$ cat config.mk
export PLATFORM = sky130hd
export DESIGN_NAME = sd_spi_block_transfer_top
export DESIGN_NICKNAME = d
export VERILOG_FILES = /design/src/hw/rtl/sdspi_pkg.sv /design/src/hw/rtl/sd_spi_block_transfer_top.sv
export SDC_FILE = /design/constraint.sdc
export NUM_CORES = 1
export LEC_CHECK = 0
export ABC_AREA = 1
export BUFFER_PORTS_ARGS = -buffer_cell sky130_fd_sc_hd__buf_2
export CAP_MARGIN = 10
export CORE_ASPECT_RATIO = 0.6
export CORE_MARGIN = 1
export CORE_UTILIZATION = 45
export CTS_CLUSTER_SIZE = 10
export DETAILED_ROUTE_END_ITERATION = 8
export HOLD_SLACK_MARGIN = 0.02
export PLACE_DENSITY = 0.8
export SLEW_MARGIN = 20
export SYNTH_ARGS = -nofsm -noshare
export SYNTH_HDL_FRONTEND = slang
export SYNTH_SLANG_ARGS = --single-unit
$ cat constraint.sdc
create_clock -name clk -period 2.2 [get_ports clk]
set_input_delay 0.33 -clock clk [delete_from_list [all_inputs] [get_ports clk]]
set_output_delay 0.33 -clock clk [all_outputs]
set_load 0.02 [all_outputs]
$ cat src/hw/rtl/sdspi_pkg.sv
// ----------------------------------------------------------------------------
// sdspi_pkg
// Shared types, codes and command helpers for the SPI-mode SD block sequencer.
// ----------------------------------------------------------------------------
`default_nettype none

package sdspi_pkg;

  // default sizing of the transfer
  localparam int DEF_BLOCK_BYTES = 512;
  localparam int DEF_RESP_TRIES  = 255;
  localparam int DEF_BUSY_TRIES  = 65535;

  // field widths
  localparam int SHIFT_W = 4;
  localparam int POLL_W  = 16;
  localparam int ADDR_W  = 3;
  localparam int IN_W    = 48;
  localparam int OUT_W   = 24;

  // register map
  localparam logic [ADDR_W-1:0] REG_ADDRESS_SHIFT = 3'd0;
  localparam logic [SHIFT_W-1:0] ADDRESS_SHIFT_RST = 4'd9;

  // bytes on the wire
  localparam logic [7:0] CMD17_OP    = 8'h51;
  localparam logic [7:0] CMD24_OP    = 8'h58;
  localparam logic [7:0] DATA_TOKEN  = 8'hFE;
  localparam logic [7:0] FILL_BYTE   = 8'hFF;
  localparam logic [7:0] R1_READY    = 8'h00;
  localparam logic [3:0] DRESP_MASK  = 4'hF;
  localparam logic [3:0] DRESP_OK    = 4'h5;

  // request kinds on the input stream
  typedef enum logic [1:0] {
    MODE_READ  = 2'd0,
    MODE_WRITE = 2'd1,
    MODE_XCHG  = 2'd2
  } mode_t;

  // transfer outcome
  typedef enum logic [2:0] {
    ST_OK          = 3'd0,
    ST_RD_CMD_TO   = 3'd1,
    ST_TOKEN_MISS  = 3'd2,
    ST_WR_CMD_TO   = 3'd3,
    ST_WR_REJECT   = 3'd4,
    ST_BUSY_TO     = 3'd5
  } status_t;

  // sequencer phases
  typedef enum logic [11:0] {
    PH_IDLE   = 12'b0000_0000_0001,
    PH_CMD    = 12'b0000_0000_0010,
    PH_R1     = 12'b0000_0000_0100,
    PH_TOKEN  = 12'b0000_0000_1000,
    PH_RDATA  = 12'b0000_0001_0000,
    PH_RCRC   = 12'b0000_0010_0000,
    PH_WTOKEN = 12'b0000_0100_0000,
    PH_WDATA  = 12'b0000_1000_0000,
    PH_WCRC   = 12'b0001_0000_0000,
    PH_WRESP  = 12'b0010_0000_0000,
    PH_BUSY   = 12'b0100_0000_0000,
    PH_TRAIL  = 12'b1000_0000_0000
  } phase_t;

  // one result, first member in the high bits so mosi_valid lands at bit 0
  typedef struct packed {
    status_t    status;
    logic       done_res;
    logic       write_byte_used;
    logic [7:0] read_byte;
    logic       read_valid;
    logic       card_select;
    logic [7:0] mosi_byte;
    logic       mosi_valid;
  } res_t;

  // byte idx of the six-byte command frame
  function automatic logic [7:0] cmd_byte(input logic wr, input logic [31:0] addr,
                                          input logic [2:0] idx);
    logic [7:0] b;
    case (idx)
      3'd0: b = wr ? CMD24_OP : CMD17_OP;
      3'd1: b = addr[31:24];
      3'd2: b = addr[23:16];
      3'd3: b = addr[15:8];
      3'd4: b = addr[7:0];
      default: b = FILL_BYTE;
    endcase
    return b;
  endfunction

endpackage

`default_nettype wire

$ cat src/hw/rtl/sd_spi_block_transfer_top.sv
// ----------------------------------------------------------------------------
// sd_spi_block_transfer_top
// SPI-mode SD host sequencer for one block read (CMD17) or write (CMD24).
// ----------------------------------------------------------------------------
//  channel  | direction | handshake          | payload
//  ---------+-----------+--------------------+-----------------------------------
//  s_axis   | in        | s_tvalid/s_tready  | tuser: mode; tdata: block, miso, wr
//  m_axis   | out       | m_tvalid/m_tready  | tdata: one result per request
//  apb      | in        | psel/penable/pready| address_shift at byte address 0
//
//  One request is taken per cycle while the skid register is empty; its result
//  goes to the output register, or to the skid register if the output stalls.
//  The decode is a single pass from request and phase register to result register.
//  A skid register behind the output register keeps s_tready a flop, so a
//  stalled sink costs one buffered result before the input side stops.
//  Reset puts the sequencer idle and address_shift to 9.
// ----------------------------------------------------------------------------
`default_nettype none

module sd_spi_block_transfer_top #(
  parameter int BLOCK_BYTES = sdspi_pkg::DEF_BLOCK_BYTES,
  parameter int RESP_TRIES  = sdspi_pkg::DEF_RESP_TRIES,
  parameter int BUSY_TRIES  = sdspi_pkg::DEF_BUSY_TRIES
) (
  input  wire logic                         clk,
  input  wire logic                         rst,
  // input stream
  input  wire logic                         s_tvalid,
  output logic                              s_tready,
  input  wire logic [sdspi_pkg::IN_W-1:0]   s_tdata,  // block_number, miso_byte, write_byte
  input  wire logic [1:0]                   s_tuser,  // mode
  // output stream
  output logic                              m_tvalid,
  input  wire logic                         m_tready,
  output logic [sdspi_pkg::OUT_W-1:0]       m_tdata,  // mosi_valid, mosi_byte, card_select,
                                                      // read_valid, read_byte,
                                                      // write_byte_used, done_res, status
  // configuration
  input  wire logic                         psel,
  input  wire logic                         penable,
  input  wire logic                         pwrite,
  input  wire logic [sdspi_pkg::ADDR_W-1:0] paddr,
  input  wire logic [31:0]                  pwdata,
  output logic [31:0]                       prdata,
  output logic                              pready
);

  localparam int BI_W = $clog2(BLOCK_BYTES + 1);
  localparam int PC_W = sdspi_pkg::POLL_W;

  // configuration register
  logic [sdspi_pkg::SHIFT_W-1:0] address_shift;
  logic                          reg_hit;

  assign pready  = 1'b1;
  assign reg_hit = (paddr == sdspi_pkg::REG_ADDRESS_SHIFT);
  assign prdata  = reg_hit ? {{(32-sdspi_pkg::SHIFT_W){1'b0}}, address_shift} : 32'd0;

  always_ff @(posedge clk) begin
    if (rst) begin
      address_shift <= sdspi_pkg::ADDRESS_SHIFT_RST;
    end else if (psel && penable && pwrite && pready && reg_hit) begin
      address_shift <= pwdata[sdspi_pkg::SHIFT_W-1:0];
    end
  end

  // request fields
  sdspi_pkg::mode_t mode;
  logic [31:0]      block_number;
  logic [7:0]       miso_byte;
  logic [7:0]       write_byte;

  assign mode         = sdspi_pkg::mode_t'(s_tuser);
  assign block_number = s_tdata[31:0];
  assign miso_byte    = s_tdata[39:32];
  assign write_byte   = s_tdata[47:40];

  // sequencer state
  sdspi_pkg::phase_t phase, phase_next;
  logic              is_write, is_write_next;
  logic [31:0]       card_address, card_address_next;
  logic [BI_W-1:0]   byte_index, byte_index_next;
  logic [PC_W-1:0]   poll_count, poll_count_next;

  logic [BI_W-1:0]   bi_inc;
  logic [PC_W-1:0]   pc_inc;
  sdspi_pkg::res_t   res;
  logic              s_acc;

  assign s_acc  = s_tvalid && s_tready;
  assign bi_inc = byte_index + BI_W'(1);
  assign pc_inc = poll_count + PC_W'(1);

  // one-pass decode of the request against the current phase
  always_comb begin
    res               = '0;
    phase_next        = phase;
    is_write_next     = is_write;
    card_address_next = card_address;
    byte_index_next   = byte_index;
    poll_count_next   = poll_count;

    if (mode == sdspi_pkg::MODE_READ || mode == sdspi_pkg::MODE_WRITE) begin
      // start always opens a new transfer
      is_write_next     = (mode == sdspi_pkg::MODE_WRITE);
      card_address_next = block_number << address_shift;
      byte_index_next   = '0;
      poll_count_next   = '0;
      phase_next        = sdspi_pkg::PH_CMD;
      res.mosi_valid    = 1'b1;
      res.card_select   = 1'b1;
      res.mosi_byte     = (mode == sdspi_pkg::MODE_WRITE) ? sdspi_pkg::CMD24_OP
                                                          : sdspi_pkg::CMD17_OP;
    end else if (mode == sdspi_pkg::MODE_XCHG) begin
      case (phase)
        sdspi_pkg::PH_CMD: begin
          byte_index_next = bi_inc;
          res.mosi_valid  = 1'b1;
          res.card_select = 1'b1;
          if (bi_inc < BI_W'(6)) begin
            res.mosi_byte = sdspi_pkg::cmd_byte(is_write, card_address, bi_inc[2:0]);
          end else begin
            phase_next      = sdspi_pkg::PH_R1;
            poll_count_next = '0;
            res.mosi_byte   = sdspi_pkg::FILL_BYTE;
          end
        end
        sdspi_pkg::PH_R1: begin
          poll_count_next = pc_inc;
          if (miso_byte == sdspi_pkg::R1_READY) begin
            poll_count_next = '0;
            res.mosi_valid  = 1'b1;
            res.card_select = 1'b1;
            if (is_write) begin
              phase_next    = sdspi_pkg::PH_WTOKEN;
              res.mosi_byte = sdspi_pkg::DATA_TOKEN;
            end else begin
              phase_next    = sdspi_pkg::PH_TOKEN;
              res.mosi_byte = sdspi_pkg::FILL_BYTE;
            end
          end else if (pc_inc >= PC_W'(RESP_TRIES)) begin
            phase_next   = sdspi_pkg::PH_IDLE;
            res.done_res = 1'b1;
            res.status   = is_write ? sdspi_pkg::ST_WR_CMD_TO : sdspi_pkg::ST_RD_CMD_TO;
          end else begin
            res.mosi_valid  = 1'b1;
            res.card_select = 1'b1;
            res.mosi_byte   = sdspi_pkg::FILL_BYTE;
          end
        end
        sdspi_pkg::PH_TOKEN: begin
          poll_count_next = pc_inc;
          if (miso_byte == sdspi_pkg::DATA_TOKEN) begin
            phase_next      = sdspi_pkg::PH_RDATA;
            byte_index_next = '0;
            res.mosi_valid  = 1'b1;
            res.card_select = 1'b1;
            res.mosi_byte   = sdspi_pkg::FILL_BYTE;
          end else if (pc_inc >= PC_W'(RESP_TRIES)) begin
            phase_next   = sdspi_pkg::PH_IDLE;
            res.done_res = 1'b1;
            res.status   = sdspi_pkg::ST_TOKEN_MISS;
          end else begin
            res.mosi_valid  = 1'b1;
            res.card_select = 1'b1;
            res.mosi_byte   = sdspi_pkg::FILL_BYTE;
          end
        end
        sdspi_pkg::PH_RDATA: begin
          res.read_valid  = 1'b1;
          res.read_byte   = miso_byte;
          byte_index_next = bi_inc;
          if (bi_inc >= BI_W'(BLOCK_BYTES)) begin
            phase_next      = sdspi_pkg::PH_RCRC;
            byte_index_next = '0;
          end
          res.mosi_valid  = 1'b1;
          res.card_select = 1'b1;
          res.mosi_byte   = sdspi_pkg::FILL_BYTE;
        end
        sdspi_pkg::PH_RCRC: begin
          byte_index_next = bi_inc;
          res.mosi_valid  = 1'b1;
          res.mosi_byte   = sdspi_pkg::FILL_BYTE;
          if (bi_inc < BI_W'(2)) begin
            res.card_select = 1'b1;
          end else begin
            // deselect for the trailing clocks
            phase_next      = sdspi_pkg::PH_TRAIL;
            res.card_select = 1'b0;
          end
        end
        sdspi_pkg::PH_WTOKEN: begin
          phase_next          = sdspi_pkg::PH_WDATA;
          byte_index_next     = BI_W'(1);
          res.write_byte_used = 1'b1;
          res.mosi_valid      = 1'b1;
          res.card_select     = 1'b1;
          res.mosi_byte       = write_byte;
        end
        sdspi_pkg::PH_WDATA: begin
          res.mosi_valid  = 1'b1;
          res.card_select = 1'b1;
          if (byte_index < BI_W'(BLOCK_BYTES)) begin
            byte_index_next     = bi_inc;
            res.write_byte_used = 1'b1;
            res.mosi_byte       = write_byte;
          end else begin
            phase_next      = sdspi_pkg::PH_WCRC;
            byte_index_next = '0;
            res.mosi_byte   = sdspi_pkg::FILL_BYTE;
          end
        end
        sdspi_pkg::PH_WCRC: begin
          byte_index_next = bi_inc;
          if (bi_inc >= BI_W'(2)) begin
            phase_next = sdspi_pkg::PH_WRESP;
          end
          res.mosi_valid  = 1'b1;
          res.card_select = 1'b1;
          res.mosi_byte   = sdspi_pkg::FILL_BYTE;
        end
        sdspi_pkg::PH_WRESP: begin
          if ((miso_byte[3:0] & sdspi_pkg::DRESP_MASK) != sdspi_pkg::DRESP_OK) begin
            phase_next   = sdspi_pkg::PH_IDLE;
            res.done_res = 1'b1;
            res.status   = sdspi_pkg::ST_WR_REJECT;
          end else begin
            phase_next      = sdspi_pkg::PH_BUSY;
            poll_count_next = '0;
            res.mosi_valid  = 1'b1;
            res.card_select = 1'b1;
            res.mosi_byte   = sdspi_pkg::FILL_BYTE;
          end
        end
        sdspi_pkg::PH_BUSY: begin
          poll_count_next = pc_inc;
          if (miso_byte != sdspi_pkg::R1_READY) begin
            phase_next     = sdspi_pkg::PH_TRAIL;
            res.mosi_valid = 1'b1;
            res.mosi_byte  = sdspi_pkg::FILL_BYTE;
          end else if (pc_inc >= PC_W'(BUSY_TRIES)) begin
            phase_next   = sdspi_pkg::PH_IDLE;
            res.done_res = 1'b1;
            res.status   = sdspi_pkg::ST_BUSY_TO;
          end else begin
            res.mosi_valid  = 1'b1;
            res.card_select = 1'b1;
            res.mosi_byte   = sdspi_pkg::FILL_BYTE;
          end
        end
        sdspi_pkg::PH_TRAIL: begin
          phase_next   = sdspi_pkg::PH_IDLE;
          res.done_res = 1'b1;
          res.status   = sdspi_pkg::ST_OK;
        end
        default: begin
          // idle: exchange ignored
        end
      endcase
    end
  end

  // state update on each taken request
  always_ff @(posedge clk) begin
    if (rst) begin
      phase        <= sdspi_pkg::PH_IDLE;
      is_write     <= 1'b0;
      card_address <= '0;
      byte_index   <= '0;
      poll_count   <= '0;
    end else if (s_acc) begin
      phase        <= phase_next;
      is_write     <= is_write_next;
      card_address <= card_address_next;
      byte_index   <= byte_index_next;
      poll_count   <= poll_count_next;
    end
  end

  // output register with skid
  sdspi_pkg::res_t out_q, skid_q;
  logic            skid_valid;

  assign s_tready = !skid_valid;
  assign m_tdata  = out_q;

  always_ff @(posedge clk) begin
    if (rst) begin
      m_tvalid   <= 1'b0;
      skid_valid <= 1'b0;
    end else if (!m_tvalid || m_tready) begin
      if (skid_valid) begin
        m_tvalid   <= 1'b1;
        skid_valid <= 1'b0;
      end else begin
        m_tvalid <= s_acc;
      end
    end else if (s_acc) begin
      skid_valid <= 1'b1;
    end
  end

  always_ff @(posedge clk) begin
    if (!m_tvalid || m_tready) begin
      if (skid_valid) begin
        out_q <= skid_q;
      end else if (s_acc) begin
        out_q <= res;
      end
    end else if (s_acc) begin
      skid_q <= res;
    end
  end

endmodule

`default_nettype wire

Yosys cells after proc, flatten, opt, wreduce, memory -nomap -nowiden
Cells that the tools add are included.
{"block": "word_totals", "input_bits": 92, "regBits": 125, "wordCells": 151}
{"block": "classes", "n_shift": 1, "n_lt_le_gt_ge": 7, "add_sub_neg": 2, "n_eq_ne": 27, "reduce_logical": 28, "n_mux": 61, "bitwise_logic": 1}
{"operator": "2-to-1 mux 12 bit", "n": 12}
{"operator": "one-hot mux 12 bit (11 select lines)", "n": 1}
{"operator": "2-to-1 mux 10 bit", "n": 11}
{"operator": "one-hot mux 10 bit (9 select lines)", "n": 1}
{"operator": "2-to-1 mux 16 bit", "n": 5}
{"operator": "2-to-1 mux 24 bit", "n": 3}
{"operator": "one-hot mux 16 bit (4 select lines)", "n": 1}
{"operator": "one-hot mux 10 bit (5 select lines)", "n": 1}
{"operator": "one-hot mux 8 bit (5 select lines)", "n": 1}
{"operator": "<< shifter 32 x 4 -> 32 bit", "n": 1}
{"operator": "2-to-1 mux 4 bit", "n": 7}
{"operator": "inequality test 3 bit, second input constant", "n": 7}
{"operator": "one-hot mux 4 bit (5 select lines)", "n": 1}
{"operator": "2-to-1 mux 9 bit", "n": 2}
{"operator": "adder 16 x 1 -> 16 bit, second input constant", "n": 1}
{"operator": "greater-or-equal comparator 16 bit, second input constant", "n": 1}
{"operator": "greater-or-equal comparator 16 x 8 -> 1 bit, second input constant", "n": 1}
{"operator": "2-to-1 mux 8 bit", "n": 2}
{"operator": "2-to-1 mux 14 bit", "n": 1}
{"operator": "equality test 12 x 10 -> 1 bit, second input constant", "n": 1}
{"operator": "equality test 12 x 11 -> 1 bit, second input constant", "n": 1}
{"operator": "equality test 12 bit, second input constant", "n": 1}
{"operator": "equality test 12 x 2 -> 1 bit, second input constant", "n": 1}
{"operator": "equality test 12 x 3 -> 1 bit, second input constant", "n": 1}
{"operator": "44 further kinds", "n": 62}

Longest topological paths before layout
{"block": "depth", "depth_word": 9, "ltp_mapped": 18}

Worst setup path after synthesis
OpenSTA, ideal clock, no wires.
{"block": "synth_path", "path_type": "reg-to-reg", "startpoint": "reg byte_index[0]", "endpoint": "reg out_q (netlist bit m_tdata[4]), data pin", "stages_incl_launch_ff": 17, "setup_slack_ns": -0.063, "arrival_ns": 2.009, "required_ns": 1.947, "setup_ns": 0.253, "path_cell_list": "dfxtp_1 -> inv_1 -> nor2_4 -> nand3_1 -> nor3_1 -> ha_1 -> nand3_2 -> inv_1 -> nand2_1 -> nor2_2 -> nand2_1 -> a21oi_1 -> nand3_1 -> o21ai_1 -> nand2_1 -> nand2_1 -> nand2_1"}
{"item": "from (decl)", "line_no": "sd_spi_block_transfer_top.sv:82", "text": "logic [BI_W-1:0] byte_index, byte_index_next;"}
{"item": "from (signal assigned)", "line_no": "sd_spi_block_transfer_top.sv:276", "text": "byte_index <= byte_index_next;"}
{"item": "to (signal assigned)", "line_no": "sd_spi_block_transfer_top.sv:307", "text": "out_q <= skid_q;"}
{"item": "to (signal assigned)", "line_no": "sd_spi_block_transfer_top.sv:309", "text": "out_q <= res;"}
{"item": "to (decl)", "line_no": "sd_spi_block_transfer_top.sv:282", "text": "sdspi_pkg::res_t out_q, skid_q;"}

Worst setup path after layout
{"block": "layout_path", "startpoint": "reg poll_count[11]", "endpoint": "reg out_q (netlist bit m_tdata[8]), data pin"}
{"block": "layout_between", "elab_chain_len": 9, "word_cells_on_any_way": 13, "cone_classes": "add/sub (1); order compare (2); mux (10)"}
{"item": "from (decl)", "line_no": "sd_spi_block_transfer_top.sv:83", "text": "logic [PC_W-1:0] poll_count, poll_count_next;"}
{"item": "from (signal assigned)", "line_no": "sd_spi_block_transfer_top.sv:277", "text": "poll_count <= poll_count_next;"}
{"item": "adder 16 x 1 -> 16 bit *", "line_no": "sd_spi_block_transfer_top.sv:92", "text": "assign pc_inc = poll_count + PC_W'(1);"}
{"item": "greater-or-equal comparator 16 bit or greater-or-equal comparator 16 x 8 -> 1 bit (tied branches)", "line_no": "sd_spi_block_transfer_top.sv:242, sd_spi_block_transfer_top.sv:141, sd_spi_block_transfer_top.sv:159"}
{"item": "2-to-1 mux 10 bit (on tied branches)", "line_no": "sd_spi_block_transfer_top.sv:242, sd_spi_block_transfer_top.sv:141, sd_spi_block_transfer_top.sv:159"}
{"item": "2-to-1 mux 9 bit (tied with other cells)", "line_no": "sd_spi_block_transfer_top.sv:238", "text": "if (miso_byte != sdspi_pkg::R1_READY) begin"}
{"item": "one-hot mux 10 bit (9 select lines) *", "line_no": "sd_spi_block_transfer_top.sv:115", "text": "case (phase)"}
{"item": "2-to-1 mux 24 bit *", "line_no": "sd_spi_block_transfer_top.sv:114", "text": "end else if (mode == sdspi_pkg::MODE_XCHG) begin"}
{"item": "2-to-1 mux 10 bit *", "line_no": "sd_spi_block_transfer_top.sv:103", "text": "if (mode == sdspi_pkg::MODE_READ || mode == sdspi_pkg::MODE_WRITE) begin"}
{"item": "2-to-1 mux 24 bit *", "line_no": "sd_spi_block_transfer_top.sv:308", "text": "end else if (s_acc) begin"}
{"item": "2-to-1 mux 24 bit *", "line_no": "sd_spi_block_transfer_top.sv:306", "text": "if (skid_valid) begin"}
Every way passes the cells marked *; elsewhere a longest branch is shown, timed or not. The select of a mux whose other input is x is not followed.
A chain may end at the register's enable or synchronous reset.

==> results_dict.tcl <==
set metrics [dict create \
    netSwitchingPower_mw 2.05 \
    yosysTopAreaCell "nand2_1" \
    fill_cells 1610 \
    ys_seq_area_share_pct 33.7 \
    ys_ff_latch 125 \
    p_sw_share_pct 30.3 \
    synthCells 1380 \
    diodes 0 \
    avgSynthCellArea_um2 6.41 \
    required_ps 2480 \
    power_leakage_nw 5.95 \
    yosys-top-cells-area "nand2_1 20%, dfxtp_1 17%, edfxtp_1 16%, inv_1 6.8%, nand3_1 6.6%" \
    nets 1694 \
    violations "negative setup slack" \
    fin_ws_ps -256 \
    path_delay_family "simple AND/OR/NAND/NOR gates" \
    status "finished with violations" \
    cts_buffers 17 \
    layout-drive-gt1-share_pct 35.0 \
    max_freq_ghz 0.407 \
    pwr-share-clk_pct 41.1 \
    fin_crit_ps 2460 \
    ant_nets 0 \
    power_density_nw_per_um2 555 \
    synth_edf_count 48 \
    path_common_cell "nand2_2" \
    grt_pass1_wl_um 44400 \
    start_util_pct 46.3 \
    maxCapViolations 0 \
    yosysWarnings 0 \
    via_per_inst 5.38 \
    ys_types 49 \
    setup_tns_ps -8330 \
    path_cells "nand2_1 > nor2_1 > nand4_1 > nand2_2 > nand3_2 > nor2_2 > nand2_2 > nand2_2 > nand2_2 > nand2_4 > nor2_1 > nand2_1 > nand2_2 > a21oi_1" \
    final_util_pct 63.8 \
    vias 10077 \
    holdCritPathClass "in -> reg" \
    p_comb_share_pct 20.7 \
    first_global_vias 8962 \
    place_area_um2 10300 \
    report.final.slew_viol_count 0 \
    drc 0 \
    final_cell_area_um2 12200 \
    cpPeakStageDelay_ps 440 \
    finalCritPeriodShare_pct 112 \
    gr-total-overflow 0 \
    dieWidth_um 183 \
    wl_per_cell_um 15.8 \
    io_pins 151 \
    cts_max_level 4 \
    row_count 39 \
    finalPower_mw 6.77 \
    synthTopCellsByCount "463 x nand2_1, 161 x inv_1, 116 x nand3_1, 103 x nor2_1, 82 x o21ai_0" \
    track_usage_pct 27.6 \
    io_buffer_count 93 \
    crit_fanout 7 \
    start_kind "register" \
    clockBufferDepth 2 \
    internal_power_mw 4.72 \
    drt_wl_total_um 29500 \
    synthFlopType "dfxtp_1" \
    drtIter0Drc 1229 \
    skew_ps 9.45 \
    setup_violations 55 \
    netlist_area_um2 8850 \
    path_class "reg -> reg" \
    grt_max_degree 38 \
    clk_pin_slew_ps 60 \
    place_hpwl_um 19500 \
    cts-root-buf "clkbuf_16" \
    core_area_um2 19100 \
    vdd_drop_max_mv 0.602 \
    antenna_found_initial 0 \
    place_congestion 1.02 \
    arrival_ps 2740 \
    yosysMostFrequentCell "nand2_1" \
    path_buf_inv 0 \
    die_h_um 111 \
    multi_input_comb_area_um2 5830 \
    slew_headroom_pct 57.9 \
    async_flop_share_pct 0 \
    finalHoldViolations 0 \
    seqCellArea_um2 3020 \
    cp_slowest_cell "dfxtp_1" \
    cts_tree "yes" \
    grt_setup_unrepaired "true" \
    endpoint_kind "register" \
    syn2layout_area_growth_pct 37.9 \
    yosysTopAreaCellShare_pct 19.6 \
    clock_latency_ps 430 \
    cts.sinks 125 \
    tightest_slew_ps 624 \
    die_area_um2 20300 \
    dr.pass1.iters 5 \
    seqPwrFrac_pct 38.2 \
]
final cells by class:
type | instances | share of cell area (%)
Multi-Input combinational cell | 1032 | 47.7
Sequential cell | 125 | 24.7
Timing Repair Buffer | 245 | 14.7
Inverter | 172 | 5.39
Clock buffer | 23 | 3.99
Tap cell | 266 | 2.73
Clock inverter | 9 | 0.707
Timing Repair inverter | 1 | 0.0410
path summary, 6_finish.rpt:
path | start | end | slack [ps] | cells past startpoint
hold reg to reg | card_address[6] | card_address[6] | 470 | 2
hold / removal | pwdata[0] | address_shift[0] | 120 | 3
setup / recovery | poll_count[11] | m_tdata[8] | -260 | 14
setup reg to reg | poll_count[11] | m_tdata[8] | -260 | 14
stage by stage:
step / cells / worst slack, ps / hold WS (ps)
after CTS: 1860 / -107 / 110
after detailed placement: 1816 / -283 / 458
after global routing: 1873 / -359 / 123
after global placement: 1816 / -222 / 455
final: 1873 / -256 / 118
after floorplan: 1407 / 29.8 / 445
worst reg2reg max path, stage by stage (launching register included):
cell,delay [ps]
dfxtp_1,440
nand2_1,140
nor2_1,300
nand4_1,250
nand2_2,180
nand3_2,90
nor2_2,90
nand2_2,120
nand2_2,120
nand2_2,80
nand2_4,130
nor2_1,60
nand2_1,70
nand2_2,80
a21oi_1,160
power by group through the flow:
stage / Clock [mW] / Sequential [mW] / Combinational [mW]
detailed placement: 0 / 2.62 / 1.07
CTS: 2.77 / 2.58 / 1.17
floorplan: 0 / 2.65 / 0.680
global placement: 0 / 2.62 / 1.05
global route: 2.89 / 2.59 / 1.52
finish: 2.78 / 2.59 / 1.40
placed cells by master (no fill, tap or decap), drive strengths merged:
master,Yosys,layout
a221oi,1,1
a211oi,2,2
a31oi,6,6
or2,1,1
mux2i,5,5
edfxtp,48,48
nor3,30,30
o221ai,1,1
clkinv,4,7
nor4,2,2
o22ai,1,1
nand2,484,484
and2,2,2
nor2b,1,1
clkbuf,37,23
o21ai,90,90
a22oi,6,6
dfxtp,77,77
nor2,123,123
o21a,1,1
bufinv,0,1
o211ai,6,6
inv,168,168
conb,2,29
a2bb2oi,1,1
nand3,126,126
and3,1,1
o31ai,3,3
a21oi,70,70
nand3b,3,3
nand4,28,28
clkinvlp,0,6
buf,41,245
ha,8,8
a221o,1,1
timing repair:
item,in CTS,in global routing
pin swaps,25,77
endpoints found under the setup margin,60,89
setup buffers,8,14
gates cloned,4,1
resized for setup,91,217
hold buffers,0,0
flip-flops by register name, summed over array words and instances, names as in the netlist:
name,flops
m_tdata,24
skid_valid,1
skid_q,24
poll_count,16
m_tvalid,1
card_address,32
is_write,1
address_shift,4
byte_index,10
phase,12
layer usage:
| metal | up-vias | routed length [um] | global-route usage, % |
|---|---|---|---|
| li1 | 4841 | - | - |
| met1 | 4629 | 12700 | 39.5 |
| met2 | 525 | 13100 | 40.2 |
| met3 | 82 | 3140 | 8.48 |
| met4 | 0 | 622 | 6.17 |
| met5 | - | 0 | 0 |
cell families (layout without fill, tap and decap cells):
| kind of cell | Yosys count | after routing | share of synthesized area (%) |
|---|---|---|---|
| and+or+nand+nor | 801 | 801 | 39.9 |
| buffers and inverters | 250 | 450 | 12.6 |
| adders and majority gates | 8 | 8 | 1.13 |
| DFF | 125 | 125 | 33.7 |
| muxes | 5 | 5 | 0.565 |
| other | 2 | 29 | 0.0848 |
| AOI/OAI and AO/OA | 189 | 189 | 12.0 |
Note: power is estimated with default switching activity, not from simulation.
